`config.mk`:
```
export PLATFORM = sky130hd
export DESIGN_NAME = masked_byte_pattern_scan_top
export DESIGN_NICKNAME = d
export VERILOG_FILES = /design/src/hw/rtl/mbps_pkg.sv /design/src/hw/rtl/mbps_window_match.sv /design/src/hw/rtl/masked_byte_pattern_scan_top.sv
export SDC_FILE = /design/constraint.sdc
export NUM_CORES = 1
export LEC_CHECK = 0
export ABC_CLOCK_PERIOD_IN_PS = 10300
export BUFFER_PORTS_ARGS = -buffer_cell sky130_fd_sc_hd__buf_4
export CAP_MARGIN = 25
export CORE_ASPECT_RATIO = 1.5
export CORE_MARGIN = 1.5
export CORE_UTILIZATION = 60
export DETAILED_ROUTE_END_ITERATION = 7
export PLACE_DENSITY_LB_ADDON = 0.12
export SYNTH_ARGS = -nofsm -noshare
export SYNTH_HDL_FRONTEND = slang
export SYNTH_SLANG_ARGS = --single-unit
```
`constraint.sdc`:
```
create_clock -name clock -period 10.3 [get_ports clock]
set_input_delay 1.03 -clock clock [delete_from_list [all_inputs] [get_ports clock]]
set_output_delay 1.03 -clock clock [all_outputs]
set_load 0.02 [all_outputs]
```
`src/hw/rtl/mbps_pkg.sv`:
```
// Shared types and constants for the masked byte pattern scanner.
// Used by mbps_window_match and masked_byte_pattern_scan_top.
`default_nettype none

package mbps_pkg;

   // Size limits
   localparam int PATTERN_MAX = 16;   // deepest window the scanner supports
   localparam int CFG_BYTES   = 16;   // pattern bytes held by the two pattern registers
   localparam int ADDR_W      = 32;   // address arithmetic width

   // Longest usable pattern and the widths that follow from it
   localparam int LEN_MAX = (PATTERN_MAX < CFG_BYTES) ? PATTERN_MAX : CFG_BYTES;
   localparam int LEN_W   = $clog2(LEN_MAX + 1);
   localparam int LIDX_W  = (LEN_MAX > 1) ? $clog2(LEN_MAX) : 1;

   // Port widths fixed by the field layout
   localparam int CSR_IDX_W  = 3;
   localparam int CSR_DATA_W = 64;
   localparam int MASK_W     = 16;
   localparam int PLEN_W     = 5;
   localparam int OUT_ADDR_W = 32;

   // Configuration register indexes
   typedef enum logic [CSR_IDX_W-1:0] {
      CSR_PATTERN_LOW  = 3'd0,
      CSR_PATTERN_HIGH = 3'd1,
      CSR_MATCH_MASK   = 3'd2,
      CSR_PATTERN_LEN  = 3'd3,
      CSR_BASE_ADDR    = 3'd4,
      CSR_RESULT_OFS   = 3'd5
   } csr_index_type;

   typedef logic [7:0] byte_type;

   // Recent bytes, entry 0 newest
   typedef byte_type window_type [LEN_MAX];

   // Pattern bytes, entry 0 first
   typedef byte_type pattern_type [LEN_MAX];

   // One result item
   typedef struct packed {
      logic                  found;
      logic [OUT_ADDR_W-1:0] addr;
   } result_type;

endpackage

`default_nettype wire

```
`src/hw/rtl/mbps_window_match.sv`:
```
// Parallel masked compare of the byte window against the pattern.
// Depends on mbps_pkg for window, pattern and width definitions.
`default_nettype none

module mbps_window_match (
   input  mbps_pkg::window_type             window,
   input  mbps_pkg::pattern_type            pattern,
   input  logic [mbps_pkg::LEN_MAX-1:0]     mask,
   input  logic [mbps_pkg::LEN_W-1:0]       used_len,
   output logic                             hit
);
   import mbps_pkg::*;

   // Pattern byte k lines up with window entry used_len-1-k
   always_comb begin
      logic [LEN_W-1:0] idx;
      hit = 1'b1;
      for (int k = 0; k < LEN_MAX; k++) begin
         idx = used_len - LEN_W'(1) - LEN_W'(k);
         if ((LEN_W'(k) < used_len) && mask[k] &&
             (window[idx[LIDX_W-1:0]] != pattern[k])) begin
            hit = 1'b0;
         end
      end
   end

endmodule

`default_nettype wire

```
`src/hw/rtl/masked_byte_pattern_scan_top.sv`:
```
// Masked byte pattern scanner, top level: configuration registers, byte
// window, region tracking and the two-entry result buffer.
// Depends on mbps_pkg and mbps_window_match.
//
// The scanner takes one byte of a memory region per req item, in address
// order, with req_tlast on the region's final byte, and gives exactly one
// rsp item per region: found=1 with the match start address plus
// result_offset at the first window that matches under the mask, or found=0
// at the last byte if nothing matched. Bytes after a match give no item.
// One item is accepted every cycle while req_tready is high; a result is
// registered in the output register, or in the skid entry if that is held.
// The window shift, the masked compare of all pattern bytes and the 32-bit
// address sum all fit between the input handshake and the result register.
// Results go through a two-entry buffer, so req_tready drops only while
// both entries hold results that the sink has not taken. Configuration is
// to be written only while the scanner is idle; the block does not check it.
`default_nettype none

module masked_byte_pattern_scan_top (
   input  logic                                clock,
   input  logic                                reset,
   // Input stream
   input  logic                                req_tvalid,
   output logic                                req_tready,
   input  logic [7:0]                          req_tdata,   // [7:0] data_byte
   input  logic                                req_tlast,   // last_byte
   // Result stream
   output logic                                rsp_tvalid,
   input  logic                                rsp_tready,
   output logic [31:0]                         rsp_tdata,   // [31:0] match_address
   output logic                                rsp_tuser,   // found
   // Configuration writes
   input  logic                                csr_wr_en,
   input  logic [mbps_pkg::CSR_IDX_W-1:0]      csr_index,
   input  logic [mbps_pkg::CSR_DATA_W-1:0]     csr_wdata
);
   import mbps_pkg::*;

   localparam int FILL_W = LEN_W;

   // Configuration registers
   logic [63:0]         pat_low_ff;
   logic [63:0]         pat_high_ff;
   logic [MASK_W-1:0]   mask_ff;
   logic [PLEN_W-1:0]   plen_ff;
   logic [31:0]         base_ff;
   logic [31:0]         offset_ff;

   always_ff @(posedge clock) begin
      if (reset) begin
         pat_low_ff  <= '0;
         pat_high_ff <= '0;
         mask_ff     <= '1;
         plen_ff     <= PLEN_W'(1);
         base_ff     <= '0;
         offset_ff   <= '0;
      end else if (csr_wr_en) begin
         case (csr_index)
            CSR_PATTERN_LOW:  pat_low_ff  <= csr_wdata;
            CSR_PATTERN_HIGH: pat_high_ff <= csr_wdata;
            CSR_MATCH_MASK:   mask_ff     <= csr_wdata[MASK_W-1:0];
            CSR_PATTERN_LEN:  plen_ff     <= csr_wdata[PLEN_W-1:0];
            CSR_BASE_ADDR:    base_ff     <= csr_wdata[31:0];
            CSR_RESULT_OFS:   offset_ff   <= csr_wdata[31:0];
            default: ;
         endcase
      end
   end

   // Effective length: zero counts as one, clamp to the longest pattern
   logic [LEN_W-1:0] used_len;
   always_comb begin
      if (plen_ff == '0) begin
         used_len = LEN_W'(1);
      end else if (32'(plen_ff) > 32'(LEN_MAX)) begin
         used_len = LEN_W'(LEN_MAX);
      end else begin
         used_len = LEN_W'(plen_ff);
      end
   end

   // Pattern bytes and mask bits in use
   logic [127:0]              pat_flat;
   pattern_type               pattern;
   logic [LEN_MAX-1:0]        mask_used;
   assign pat_flat = {pat_high_ff, pat_low_ff};
   always_comb begin
      for (int k = 0; k < LEN_MAX; k++) begin
         pattern[k]   = pat_flat[8*k +: 8];
         mask_used[k] = mask_ff[k];
      end
   end

   // Region state: window, byte count (position after the newest byte),
   // valid fill and done flag
   window_type          window_ff;
   window_type          window_in;
   logic [ADDR_W-1:0]   pos_ff;
   logic [ADDR_W-1:0]   pos_in;
   logic [FILL_W-1:0]   fill_ff;
   logic [FILL_W-1:0]   fill_in;
   logic                done_ff;
   logic                done_in;

   logic                req_acc;
   logic                hit;
   logic                new_valid;
   result_type          new_result;
   logic [ADDR_W-1:0]   start_sum;

   assign req_acc = req_tvalid && req_tready;

   // Window after this byte is shifted in
   always_comb begin
      window_in[0] = req_tdata;
      for (int i = 1; i < LEN_MAX; i++) begin
         window_in[i] = window_ff[i-1];
      end
   end

   assign pos_in  = pos_ff + ADDR_W'(1);
   assign fill_in = (fill_ff == FILL_W'(LEN_MAX)) ? fill_ff : fill_ff + FILL_W'(1);

   mbps_window_match u_match (
      .window   (window_in),
      .pattern  (pattern),
      .mask     (mask_used),
      .used_len (used_len),
      .hit      (hit)
   );

   // Match start plus offset, position already counts the new byte
   assign start_sum = ADDR_W'(base_ff) + ADDR_W'(offset_ff) + pos_in - ADDR_W'(used_len);

   // Result caused by this item
   always_comb begin
      new_valid  = 1'b0;
      new_result = '0;
      done_in    = done_ff;
      if (req_acc && !done_ff) begin
         if ((fill_in >= FILL_W'(used_len)) && hit) begin
            new_valid        = 1'b1;
            new_result.found = 1'b1;
            new_result.addr  = OUT_ADDR_W'(start_sum);
            done_in          = 1'b1;
         end else if (req_tlast) begin
            new_valid = 1'b1;
         end
      end
   end

   // Region state update; the last byte starts a fresh region
   always_ff @(posedge clock) begin
      if (reset) begin
         pos_ff  <= '0;
         fill_ff <= '0;
         done_ff <= 1'b0;
      end else if (req_acc) begin
         if (req_tlast) begin
            pos_ff  <= '0;
            fill_ff <= '0;
            done_ff <= 1'b0;
         end else if (!done_ff) begin
            pos_ff  <= pos_in;
            fill_ff <= fill_in;
            done_ff <= done_in;
         end
      end
   end

   // Window bytes are only compared once filled, so no reset
   always_ff @(posedge clock) begin
      if (req_acc && !done_ff) begin
         window_ff <= window_in;
      end
   end

   // Two-entry result buffer: output register plus skid entry
   logic        out_valid_ff;
   result_type  out_ff;
   logic        skid_valid_ff;
   result_type  skid_ff;
   logic        out_take;

   assign out_take   = out_valid_ff && rsp_tready;
   assign req_tready = !skid_valid_ff;

   always_ff @(posedge clock) begin
      if (reset) begin
         out_valid_ff  <= 1'b0;
         skid_valid_ff <= 1'b0;
      end else if (skid_valid_ff) begin
         if (out_take) begin
            out_valid_ff  <= 1'b1;
            skid_valid_ff <= 1'b0;
         end
      end else if (!out_valid_ff || out_take) begin
         out_valid_ff <= new_valid;
      end else if (new_valid) begin
         skid_valid_ff <= 1'b1;
      end
   end

   always_ff @(posedge clock) begin
      if (skid_valid_ff) begin
         if (out_take) begin
            out_ff <= skid_ff;
         end
      end else if (!out_valid_ff || out_take) begin
         out_ff <= new_result;
      end else if (new_valid) begin
         skid_ff <= new_result;
      end
   end

   assign rsp_tvalid = out_valid_ff;
   assign rsp_tuser  = out_ff.found;
   assign rsp_tdata  = out_ff.addr;

   // Checks
   a_skid_behind_out: assert property (@(posedge clock) disable iff (reset)
      skid_valid_ff |-> out_valid_ff)
      else $error("skid entry holds a result while the output register is empty");

   a_miss_zero_addr: assert property (@(posedge clock) disable iff (reset)
      (out_valid_ff && !out_ff.found) |-> (out_ff.addr == '0))
      else $error("no-match result carries a nonzero address");

   a_region_clears: assert property (@(posedge clock) disable iff (reset)
      (req_acc && req_tlast) |=> (!done_ff && (pos_ff == '0) && (fill_ff == '0)))
      else $error("region state not cleared after the last byte");

   a_hit_sets_done: assert property (@(posedge clock) disable iff (reset)
      (req_acc && !req_tlast && new_valid) |=> done_ff)
      else $error("match result did not end the scan of the region");

   a_no_result_after_done: assert property (@(posedge clock) disable iff (reset)
      done_ff |-> !new_valid)
      else $error("result produced after the region already gave one");

   a_fill_bound: assert property (@(posedge clock) disable iff (reset)
      fill_ff <= FILL_W'(LEN_MAX))
      else $error("window fill count exceeds window depth");

endmodule

`default_nettype wire
```
---- Word level (Yosys, flattened, before mapping) ----
Index checks and enable logic that the tools add are counted.
operators by class
  bitwise operators ....................... 18
  eq/ne operators ......................... 24
  mux-type cells .......................... 90
  magnitude comparators ................... 34
  add/subtract/negate cells ............... 21
  reductions and logical operators ........ 52
operator list
  cell                                                       count
  binary-select mux 8 bit (select 4 bit)                     16
  two-way mux 8 bit                                          32
  two-way mux 33 bit                                         5
  inequality test 8 bit                                      16
  >= comparator 5 bit, second input constant                 16
  inverter 4 -> 5 bit                                        16
  adder 32 bit                                               2
  two-way mux 32 bit                                         2
  less-than comparator 4 x 5 -> 1 bit, first input constant  8
  logical AND 1 bit                                          36
  adder 32 x 1 -> 32 bit, second input constant              1
  subtractor 32 x 5 -> 32 bit                                1
  subtractor 4 bit, second input constant                    8
  two-way mux 1 bit                                          30
  two-way mux 5 bit                                          5
  less-than comparator 3 x 5 -> 1 bit, first input constant  4
  AND reduction 2 bit                                        8
  subtractor 4 x 3 -> 4 bit, second input constant           4
  less-than comparator 1 x 5 -> 1 bit, first input constant  2
  less-than comparator 2 x 5 -> 1 bit, first input constant  2
  subtractor 4 x 1 -> 4 bit, second input constant           2
  subtractor 4 x 2 -> 4 bit, second input constant           2
  equality test 3 x 2 -> 1 bit, second input constant        2
  equality test 3 bit, second input constant                 2
  14 further kinds                                           17
storage, ports and cells
  output and inout bits ................... 35
  flip-flop bits (word level) ............. 439
  logic and storage cells ................. 269

---- Depth between registers and ports, before layout ----
Gate-level depths: netlist of run 1.
  word-level depth ........................ 32
  gate-level depth with buffers ........... 26

---- By module ----
From an unflattened synthesis of run 1, not the netlist that was laid out.
unflattened totals
  cells, all modules ...................... 2909
  area total of the unflattened synthesis .. 27791.7 µm²
by module, submodules not included
  module                        cells an instance  times used  area each (µm²)
  masked_byte_pattern_scan_top  1914               1           18834.3
  mbps_window_match             995                1           8957.3

---- Worst setup path after synthesis of run 1 ----
No wires, ideal clock.
  path kind ............................... register to register
  start ................................... register plen_ff[1]
  end ..................................... register skid_ff[0] (netlist bit), enable pin
  stages on the path, launching flop included .. 25
  setup time .............................. 0.473 ns
  data required time ...................... 9.827 ns
  path buffers ............................ 7
  path slack .............................. 1.063 ns
  data arrival time ....................... 8.763 ns
  cell sequence ........................... dfxtp_1 buf_6 or4_4 buf_6 nand2_8 inv_4 buf_2 buf_1 clkbuf_1 ha_1 xnor2_1 inv_2 buf_4 ha_1 a31oi_1 o32ai_1 a21o_1 xnor2_1 mux4_1 xor2_1 nor4_1 a221o_1 nand4_4 buf_4 o31ai_1
between the ends
  cells in the longest elaborated chain, start to end .. 30
  elaborated cells between the ends (all ways) .. 169
  those cells by class .................... 16 x add/sub; 18 x order compare; 16 x eq/ne; 68 x mux; 16 x bitwise; 35 x reduce/logical
RTL lines
  element                                                                                              RTL line                                          text
  start, declared                                                                                      masked_byte_pattern_scan_top.sv:45                logic [PLEN_W-1:0] plen_ff;
  start signal, assigned                                                                               masked_byte_pattern_scan_top.sv:62                CSR_PATTERN_LEN: plen_ff <= csr_wdata[PLEN_W-1:0];
  greater-than comparator 5 bit                                                                        masked_byte_pattern_scan_top.sv:75                end else if (32'(plen_ff) > 32'(LEN_MAX)) begin
  two-way mux 5 bit                                                                                    masked_byte_pattern_scan_top.sv:75
  two-way mux 5 bit (*)                                                                                masked_byte_pattern_scan_top.sv:73                if (plen_ff == '0) begin
  subtractor 4 x 1 -> 4 bit                                                                            mbps_window_match.sv:19                           idx = used_len - LEN_W'(1) - LEN_W'(k);
  subtractor 4 x 1 -> 4 bit or inverter 4 -> 5 bit (tied branches)                                     mbps_window_match.sv:19, mbps_window_match.sv:21
  inverter 4 -> 5 bit (not written as such) or binary-select mux 8 bit (select 4 bit) (tied branches)  mbps_window_match.sv:21                           (window[idx[LIDX_W-1:0]] != pattern[k])) begin
  binary-select mux 8 bit (select 4 bit) or two-way mux 8 bit (tied branches)                          mbps_window_match.sv:21
  two-way mux 8 bit (not written as such)                                                              mbps_window_match.sv:21
  two-way mux 8 bit (not written as such) or inequality test 8 bit (tied branches)                     mbps_window_match.sv:21
  inequality test 8 bit or logical AND 1 bit (tied branches)                                           mbps_window_match.sv:21, mbps_window_match.sv:20
  logical AND 1 bit or two-way mux 1 bit (tied branches)                                               mbps_window_match.sv:20                           if ((LEN_W'(k) < used_len) && mask[k] &&
  two-way mux 1 bit (15 in a row)                                                                      mbps_window_match.sv:20
  logical AND 1 bit (*)                                                                                masked_byte_pattern_scan_top.sv:141               if ((fill_in >= FILL_W'(used_len)) && hit) begin
  two-way mux 1 bit (*)                                                                                masked_byte_pattern_scan_top.sv:141
  two-way mux 1 bit (*)                                                                                masked_byte_pattern_scan_top.sv:140               if (req_acc && !done_ff) begin
  AND reduction 3 bit (no line) (*)                                                                    -
  end signal, assigned                                                                                 masked_byte_pattern_scan_top.sv:212               skid_ff <= new_result;
  end, declared                                                                                        masked_byte_pattern_scan_top.sv:182               result_type skid_ff;
Mark *: on every way between the ends. The rest lies on a longest branch, timed or not. The select of a mux whose other input is x is not followed.
A chain may end at the register's enable or synchronous reset.

---- Worst setup path after layout of run 1 ----
  start ................................... register plen_ff[4]
  end ..................................... register skid_ff[27] (netlist bit), enable pin
Same word-level chain as after synthesis.

==> results of run 1 <==
## metrics by stage
step           setup WS (ns)  std cells
4_1_cts                 2.34       3503
3_5_place_dp            2.34       3424
3_3_place_gp            1.89       3419
2_1_floorplan           1.06       2857
5_1_grt                 1.89       3508
6_report                2.30       3508
## registers in the layout, summed over array words and instances, names as in the netlist
signal and cells:
window_ff 120, pat_high_ff 64, pat_low_ff 64, skid_ff 33
base_ff 32, offset_ff 32, pos_ff 32, rsp_tdata 32
mask_ff 16, fill_ff 5, plen_ff 5, done_ff 1
rsp_tuser 1, rsp_tvalid 1, skid_valid_ff 1
## cells in the mapped netlist, types with 5 or more instances
master,count
nand2b_1,13
nor3_1,48
buf_4,14
nor2_1,103
o211ai_1,9
buf_6,12
clkinv_1,5
o21ai_0,52
o22ai_1,17
a21oi_1,280
nand2_1,522
o31ai_1,32
and2_1,7
and3b_1,6
xor2_1,53
mux2i_1,168
mux2_2,15
inv_1,146
dfxtp_1,253
o21bai_1,5
a21o_1,16
a211oi_1,26
buf_2,18
or3_1,6
nor4_1,12
nand3_1,36
o32ai_1,6
and3_1,43
buf_1,16
a31oi_1,14
nand4_1,24
o221ai_1,10
clkbuf_1,127
fa_1,36
nor2b_1,14
edfxtp_1,186
mux4_2,180
nand3b_1,8
ha_1,76
a22oi_1,14
xnor2_1,132
## worst max-delay path: cells and delay by family (launching register included)
kind | cells | cell delay (ns)
simple gates | 7 | 2.96
buf+inv | 5 | 1.82
fa+ha+maj | 2 | 0.76
mux | 1 | 0.61
flops | 1 | 0.49
compound gates | 4 | 0.79
xor+xnor | 1 | 0.15
## how the worst max path moves through the flow
stage,end,depth (start not counted),from
after detailed placement,skid_ff[31]$_DFFE_PP_,20,plen_ff[4]$_SDFFE_PP0P_
after floorplan,skid_ff[0]$_DFFE_PP_,24,plen_ff[1]$_SDFFE_PP0P_
after global routing,skid_ff[27]$_DFFE_PP_,20,plen_ff[4]$_SDFFE_PP0P_
after global placement,skid_ff[29]$_DFFE_PP_,20,plen_ff[4]$_SDFFE_PP0P_
after CTS,skid_ff[6]$_DFFE_PP_,20,plen_ff[4]$_SDFFE_PP0P_
final,skid_ff[27]$_DFFE_PP_,20,plen_ff[4]$_SDFFE_PP0P_
## final cells by class
cell class / instances / area, sq um
Antenna cell: 1 / 2.50
Multi-Input combinational cell: 2074 / 16600
Clock inverter: 17 / 134
Clock buffer: 62 / 1260
Tap cell: 594 / 743
Inverter: 155 / 588
Sequential cell: 439 / 10700
Timing Repair Buffer: 166 / 1290
Fill cell: 3701 / 15700
## routing by layer
layer | up-vias | wire (um) | GRT usage
li1 | 10400 | - | -
met1 | 11300 | 31400 | 0.419
met2 | 1127 | 44600 | 0.631
met3 | 353 | 6260 | 0.0524
met4 | 0 | 9010 | 0.306
met5 | - | 0 | 0
## cells by family after synthesis
family                     after synthesis
and+or+nand+nor                        870
DFF                                    439
xor gates and xnor gates               185
buffers and inverters                  344
AOI/OAI and AO/OA                      540
adders and majority gates              112
muxes                                  367
## where the power goes
part | switching (mW) | internal, mW | total (mW)
Sequential | 0.0871 | 1.89 | 1.97
Clock | 0.716 | 0.861 | 1.58
Combinational | 0.540 | 0.397 | 0.937
Total | 1.34 | 3.15 | 4.49
==> impl_metrics.csv, run 1 <==
group,metric,value,unit
critical_path,cpMaxStageDelayCell,"nand2_1",
clocking,holdBufCountCts,0,
logic_synthesis,synthArstFlopShare,0,
global_routing,overflow,0,
hold_path,hold_path_depth,2,
logic_synthesis,syn_area,28700,sq um
clocking,cts_tree,"yes",
logic_synthesis,synth_compound_area_frac,0.117,
clocking,insertion_delay,0.58,ns
drt,drc,0,
status,outcome,"finished clean",
critical_path,worstSetupPathType,"flip-flop to flip-flop",
die,ioPinCount,116,
drt,firstDrtPassIters,7,
drt,wl_per_cell,26.0,um
critical_path,worst-endpoint-arrival,8.22,ns
logic_synthesis,muxShareOfSynthArea,0.210,
timing,drv_slew,0,
timing,rsz0062_at_grt,"false",
clocking,cts_setup_buffers,0,
drt,viasPerCell,6.60,
logic_synthesis,synth_cell_types,95,
die,rows,97,
critical_path,rrSetupSlack,2.30,ns
die,start_util,0.610,
die,coreArea,47000,sq um
logic_synthesis,ys_seq_area_frac,0.371,
flow_run,drv_cap,0,
hold_path,hold_end,"base_ff[28]$_SDFFE_PP0P_",
logic_synthesis,ys_top_cells_by_area,"edfxtp_1 (19%), dfxtp_1 (18%), mux4_2 (14%)",
finish,final_util,0.667,
critical_path,crit_path_max_incr_delay,0.80,ns
logic_synthesis,synth_top_family_by_area,"multiplexers",
timing,slew_headroom,0.230,
timing,timing.final.crit_period,8.00,ns
global_routing,antenna_found_initial,1,
timing,clock-skew-final,0.0201,ns
critical_path,critPathMaxFanout,70,
critical_path,cp-end-kind,"flip-flop",
place,io_buffers,115,
timing,hold_slack,0.454,ns
critical_path,crit_path_frequent_cell,"buf_4",
drt,vias,23200,
timing,tns,0,ns
timing,hold_viol_final,0,
clocking,numCtsBuffers,43,
critical_path,reg2regPathDepth,20,
timing,worstMarginPinSlew,1.15,ns
critical_path,regToRegStartpoint,"plen_ff[4]$_SDFFE_PP0P_",
power,powerDensity,143,nW/um^2
finish,drive_gt1_frac,0.164,
logic_synthesis,ys.flop_type,"dfxtp_1",
power,peakVddDrop,0.156,mV
clocking,clkSinkCount,439,
logic_synthesis,syn_nets,3050,
global_routing,grt_usage,0.373,
global_routing,grt_pass1_wl,137,mm
drt,routed_wl,91.3,mm
timing,post-route-period-util,0.777,
logic_synthesis,yosys_register_bits,439,
die,die_width,181,um
place,routabilityCongestion,1.01,
finish,stdcell_area,31300,sq um
global_routing,grt_pass1_vias,22400,
logic_synthesis,synth.top_cell.area_share,0.195,
finish,fin_nets,3072,
die,dieArea,49100,sq um
clocking,ctsResizeCount,0,
power,total_power,4.49,mW
critical_path,reg2reg_to,"skid_ff[27]$_DFFE_PP_",
logic_synthesis,yosysWarnings,0,
logic_synthesis,postSynthAreaPerCell,10.0,sq um
clocking,cts_root_buf,"clkbuf_16",
place,dpl.hpwl,68.2,mm
finish,mostFrequentLayoutCells,"nand2_1 (520), a21oi_1 (280), dfxtp_1 (252)",
finish,final_common_cell,"nand2_1",
logic_synthesis,synth_cells,2857,
drt,ant_nets,0,
logic_synthesis,synth-simple-area-share,0.136,
finish,synthToLayoutAreaGrowth,9.19,%
power,p_leak,11.7,nW
hold_path,min_from,"base_ff[28]$_SDFFE_PP0P_",
timing,fmax,125,MHz
timing,setup_viol,0,
logic_synthesis,synthXorXnorAreaFrac,0.0565,
logic_synthesis,synth_area_leader_cell,"edfxtp_1",
die,fp.dieH,271,um
critical_path,startpoint_type,"flip-flop",
logic_synthesis,synthAdderAreaFrac,0.0583,
clocking,clk_pin_slew_worst_paths,0.06,ns
hold_path,hold_class,"flip-flop to flip-flop",
critical_path,path_cells,"buf_4, or4_4, nand2_8, inv_4, ha_1, buf_4, ha_1, nand2b_1, a22oi_1, or4_1, nand2_1, mux4_2, xor2_1, nor4_1, a41oi_1, a31oi_2, nand4_4, buf_4, o31ai_4, buf_4",
logic_synthesis,synth-edff-count,186,
clocking,cts.htree.levels,2,
clocking,cts_buffer_depth,3,
critical_path,worstPathRequired,10.52,ns
place,place_area,29800,sq um
drt,drtIter0Drc,2347,
global_routing,grt_max_degree,109,
Power figures use the tool's default switching activity.
==> inputs of run 2 (changes only) <==
--- a/config.mk
+++ b/config.mk
@@ -5,7 +5,8 @@
 export SDC_FILE = /design/constraint.sdc
 export NUM_CORES = 1
 export LEC_CHECK = 0
-export ABC_CLOCK_PERIOD_IN_PS = 10300
+export ABC_AREA = 1
+export ABC_CLOCK_PERIOD_IN_PS = 8250
 export BUFFER_PORTS_ARGS = -buffer_cell sky130_fd_sc_hd__buf_4
 export CAP_MARGIN = 25
 export CORE_ASPECT_RATIO = 1.5
==> constraint.sdc (replaced) <==
create_clock -name clock -period 8.25 [get_ports clock]
set_input_delay 0.825 -clock clock [delete_from_list [all_inputs] [get_ports clock]]
set_output_delay 0.825 -clock clock [all_outputs]
set_load 0.02 [all_outputs]
==> run 2 against run 1 <==
Die area is 2.0% higher. Global-route usage is 4.1 points higher. Critical path depth is 5 higher. Worst setup slack worse by 0.032 ns. Area after synthesis up 2.1%. Register-to-register slack worse by 0.03 ns. Non-clock buffer count fell by 16. Combinational power is 120% higher. Highest routed layer unchanged. Via count up 27%. Clock power increased by 43%. Sequential power increased by 23%. Critical endpoint is now skid_ff[4]$_DFFE_PP_. Sequential share of layout area fell by 0.73 points.
==> impl_metrics.csv, run 2 <==
group,metric,value,unit
status,outcome,"finished clean",
logic_synthesis,synth.most_common_cell,"nand2_1",
critical_path,crit_path_max_incr_delay,0.56,ns
logic_synthesis,ys_top_cells_by_area,"edfxtp_1 (19%), nand2_1 (17%), dfxtp_1 (17%)",
clocking,insertion_delay,0.62,ns
critical_path,worst-endpoint-arrival,6.25,ns
clocking,ctsResizeCount,0,
finish,fin_nets,4533,
timing,hold_slack,0.413,ns
global_routing,grt_pass1_vias,27100,
flow_run,drv_cap,0,
drt,firstDrtPassIters,7,
logic_synthesis,ys_seq_area_frac,0.364,
drt,drc,0,
hold_path,hold_class,"primary input to flip-flop",
place,dp_slack,2.55,ns
clocking,cts_root_buf,"clkbuf_16",
drt,ant_nets,0,
timing,setup_viol,0,
global_routing,overflow,0,
timing,worstMarginPinSlew,1.07,ns
critical_path,crit_buf_inv,5,
clocking,cts_tree,"yes",
place,routabilityCongestion,1.04,
critical_path,critPathMaxFanout,42,
drt,viasPerCell,5.85,
timing,post-route-period-util,0.725,
die,die_width,183,um
critical_path,worstPathRequired,8.51,ns
place,dpl.hpwl,76.0,mm
clocking,cts_buffer_depth,3,
place,io_buffers,115,
drt,routed_wl,104,mm
logic_synthesis,ys_top_cells_by_count,"nand2_1 (1361), nand3_1 (818), inv_1 (422)",
timing,clock-skew-final,0.0281,ns
logic_synthesis,synth_area_leader_cell,"edfxtp_1",
critical_path,crit_path_frequent_cell,"nand2_1",
finish,stdcell_area,32000,sq um
critical_path,cp-end-kind,"flip-flop",
power,powerDensity,210,nW/um^2
finish,top_register,"window_ff",
global_routing,grt_usage,0.414,
clocking,cts_setup_buffers,0,
finish,largest_reg_flops,120,
global_routing,grt_max_degree,128,
clocking,clkSinkCount,439,
logic_synthesis,synthArstFlopShare,0,
clocking,cts.htree.levels,2,
logic_synthesis,ys.flop_type,"dfxtp_1",
power,p_leak,14.9,nW
clocking,numCtsBuffers,46,
drt,drtIter0Drc,2534,
finish,top_regs,"window_ff (120), pat_high_ff (64), pat_low_ff (64)",
clocking,clk_pin_slew_worst_paths,0.07,ns
critical_path,worstSetupPathType,"flip-flop to flip-flop",
timing,fmax,167,MHz
finish,fin_cells,5035,
finish,mostFrequentLayoutCells,"nand2_1 (1361), nand3_1 (818), inv_1 (420)",
die,fp.dieH,274,um
place,place_area,30300,sq um
drt,wl_per_cell,20.6,um
critical_path,startpoint_type,"flip-flop",
logic_synthesis,postSynthAreaPerCell,6.73,sq um
global_routing,grt_pass1_wl,156,mm
drt,vias,29500,
logic_synthesis,synth.top_cell.area_share,0.191,
critical_path,cp_top_family,"simple AND/OR/NAND/NOR gates",
die,coreArea,48400,sq um
logic_synthesis,synth-edff-count,186,
finish,final_util,0.661,
finish,synthToLayoutAreaGrowth,9.31,%
timing,drv_slew,0,
power,total_power,6.72,mW
die,ioPinCount,116,
timing,rsz0062_at_grt,"false",
finish,final_common_cell,"nand2_1",
critical_path,cpMaxStageDelayCell,"dfxtp_1",
place,place_inst,4947,
timing,tns,0,ns
timing,hold_viol_final,0,
power,peakVddDrop,0.199,mV
die,start_util,0.604,
logic_synthesis,syn_nets,4541,
global_routing,antenna_found_initial,2,
logic_synthesis,yosysWarnings,0,
timing,slew_headroom,0.288,
logic_synthesis,syn_area,29300,sq um
logic_synthesis,synth_cells,4348,
die,rows,99,
timing,setup_slack,2.27,ns
clocking,holdBufCountCts,0,
timing,timing.final.crit_period,5.98,ns
logic_synthesis,yosys_register_bits,439,
finish,drive_gt1_frac,0.0678,
logic_synthesis,synth_cell_types,47,
die,dieArea,50100,sq um
run 2: cell types whose count changed in the layout (fill, tap and decap cells not counted), sizes merged, moves of 111 or more:
cell,previous run,this run
inv,153,434
mux2i,168,0
mux4,184,0
nand2,523,1378
nand3,37,821
nor2,103,307
o21ai,54,238
xnor2,132,21
run 2: cell families (layout without fill, tap and decap cells):
| group | after synthesis | in the layout | share of synthesized area |
|---|---|---|---|
| compound gates | 469 | 469 | 0.0833 |
| xor+xnor | 47 | 47 | 0.0152 |
| flops | 439 | 439 | 0.364 |
| simple gates | 2639 | 2639 | 0.393 |
| buf+inv | 642 | 672 | 0.0877 |
| other cells | 0 | 1 | 0 |
| fa+ha+maj | 112 | 112 | 0.0571 |
run 2: where the power goes:
part / leakage [nW] / switching (mW) / internal (mW)
sequential: 3.86 / 0.0628 / 2.36
clock: 0.777 / 0.961 / 1.30
combinational: 10.3 / 1.44 / 0.602
run 2: metal layers:
metal	wire length (um)	global-route usage	share of wire
met3	7690	0.0726	0.074
met4	12600	0.429	0.12
met5	0	0	0
met2	48000	0.680	0.46
met1	35400	0.436	0.34
run 2: path summary, 6_finish.rpt:
| check | end | cells after the start | slack (ns) | from |
|---|---|---|---|---|
| worst max-delay path | skid_ff[4]$_DFFE_PP_ | 25 | 2.27 | plen_ff[4]$_SDFFE_PP0P_ |
| worst min-delay path | window_ff[122]$_DFFE_PP_ | 1 | 0.41 | req_tdata[2] |
| worst max register to register | skid_ff[4]$_DFFE_PP_ | 25 | 2.27 | plen_ff[4]$_SDFFE_PP0P_ |
| worst min register to register | window_ff[62]$_DFFE_PP_ | 0 | 0.45 | window_ff[70]$_DFFE_PP_ |
run 2: cell type report:
cell class | instances | area [sq um]
tap | 656 | 821
antenna | 1 | 2.50
clock inverter | 29 | 302
sequential | 439 | 10700
fill | 4382 | 16400
multi-input combinational | 3267 | 16100
timing repair buffer | 150 | 1160
clock buffer | 57 | 1320
inverter | 436 | 1640
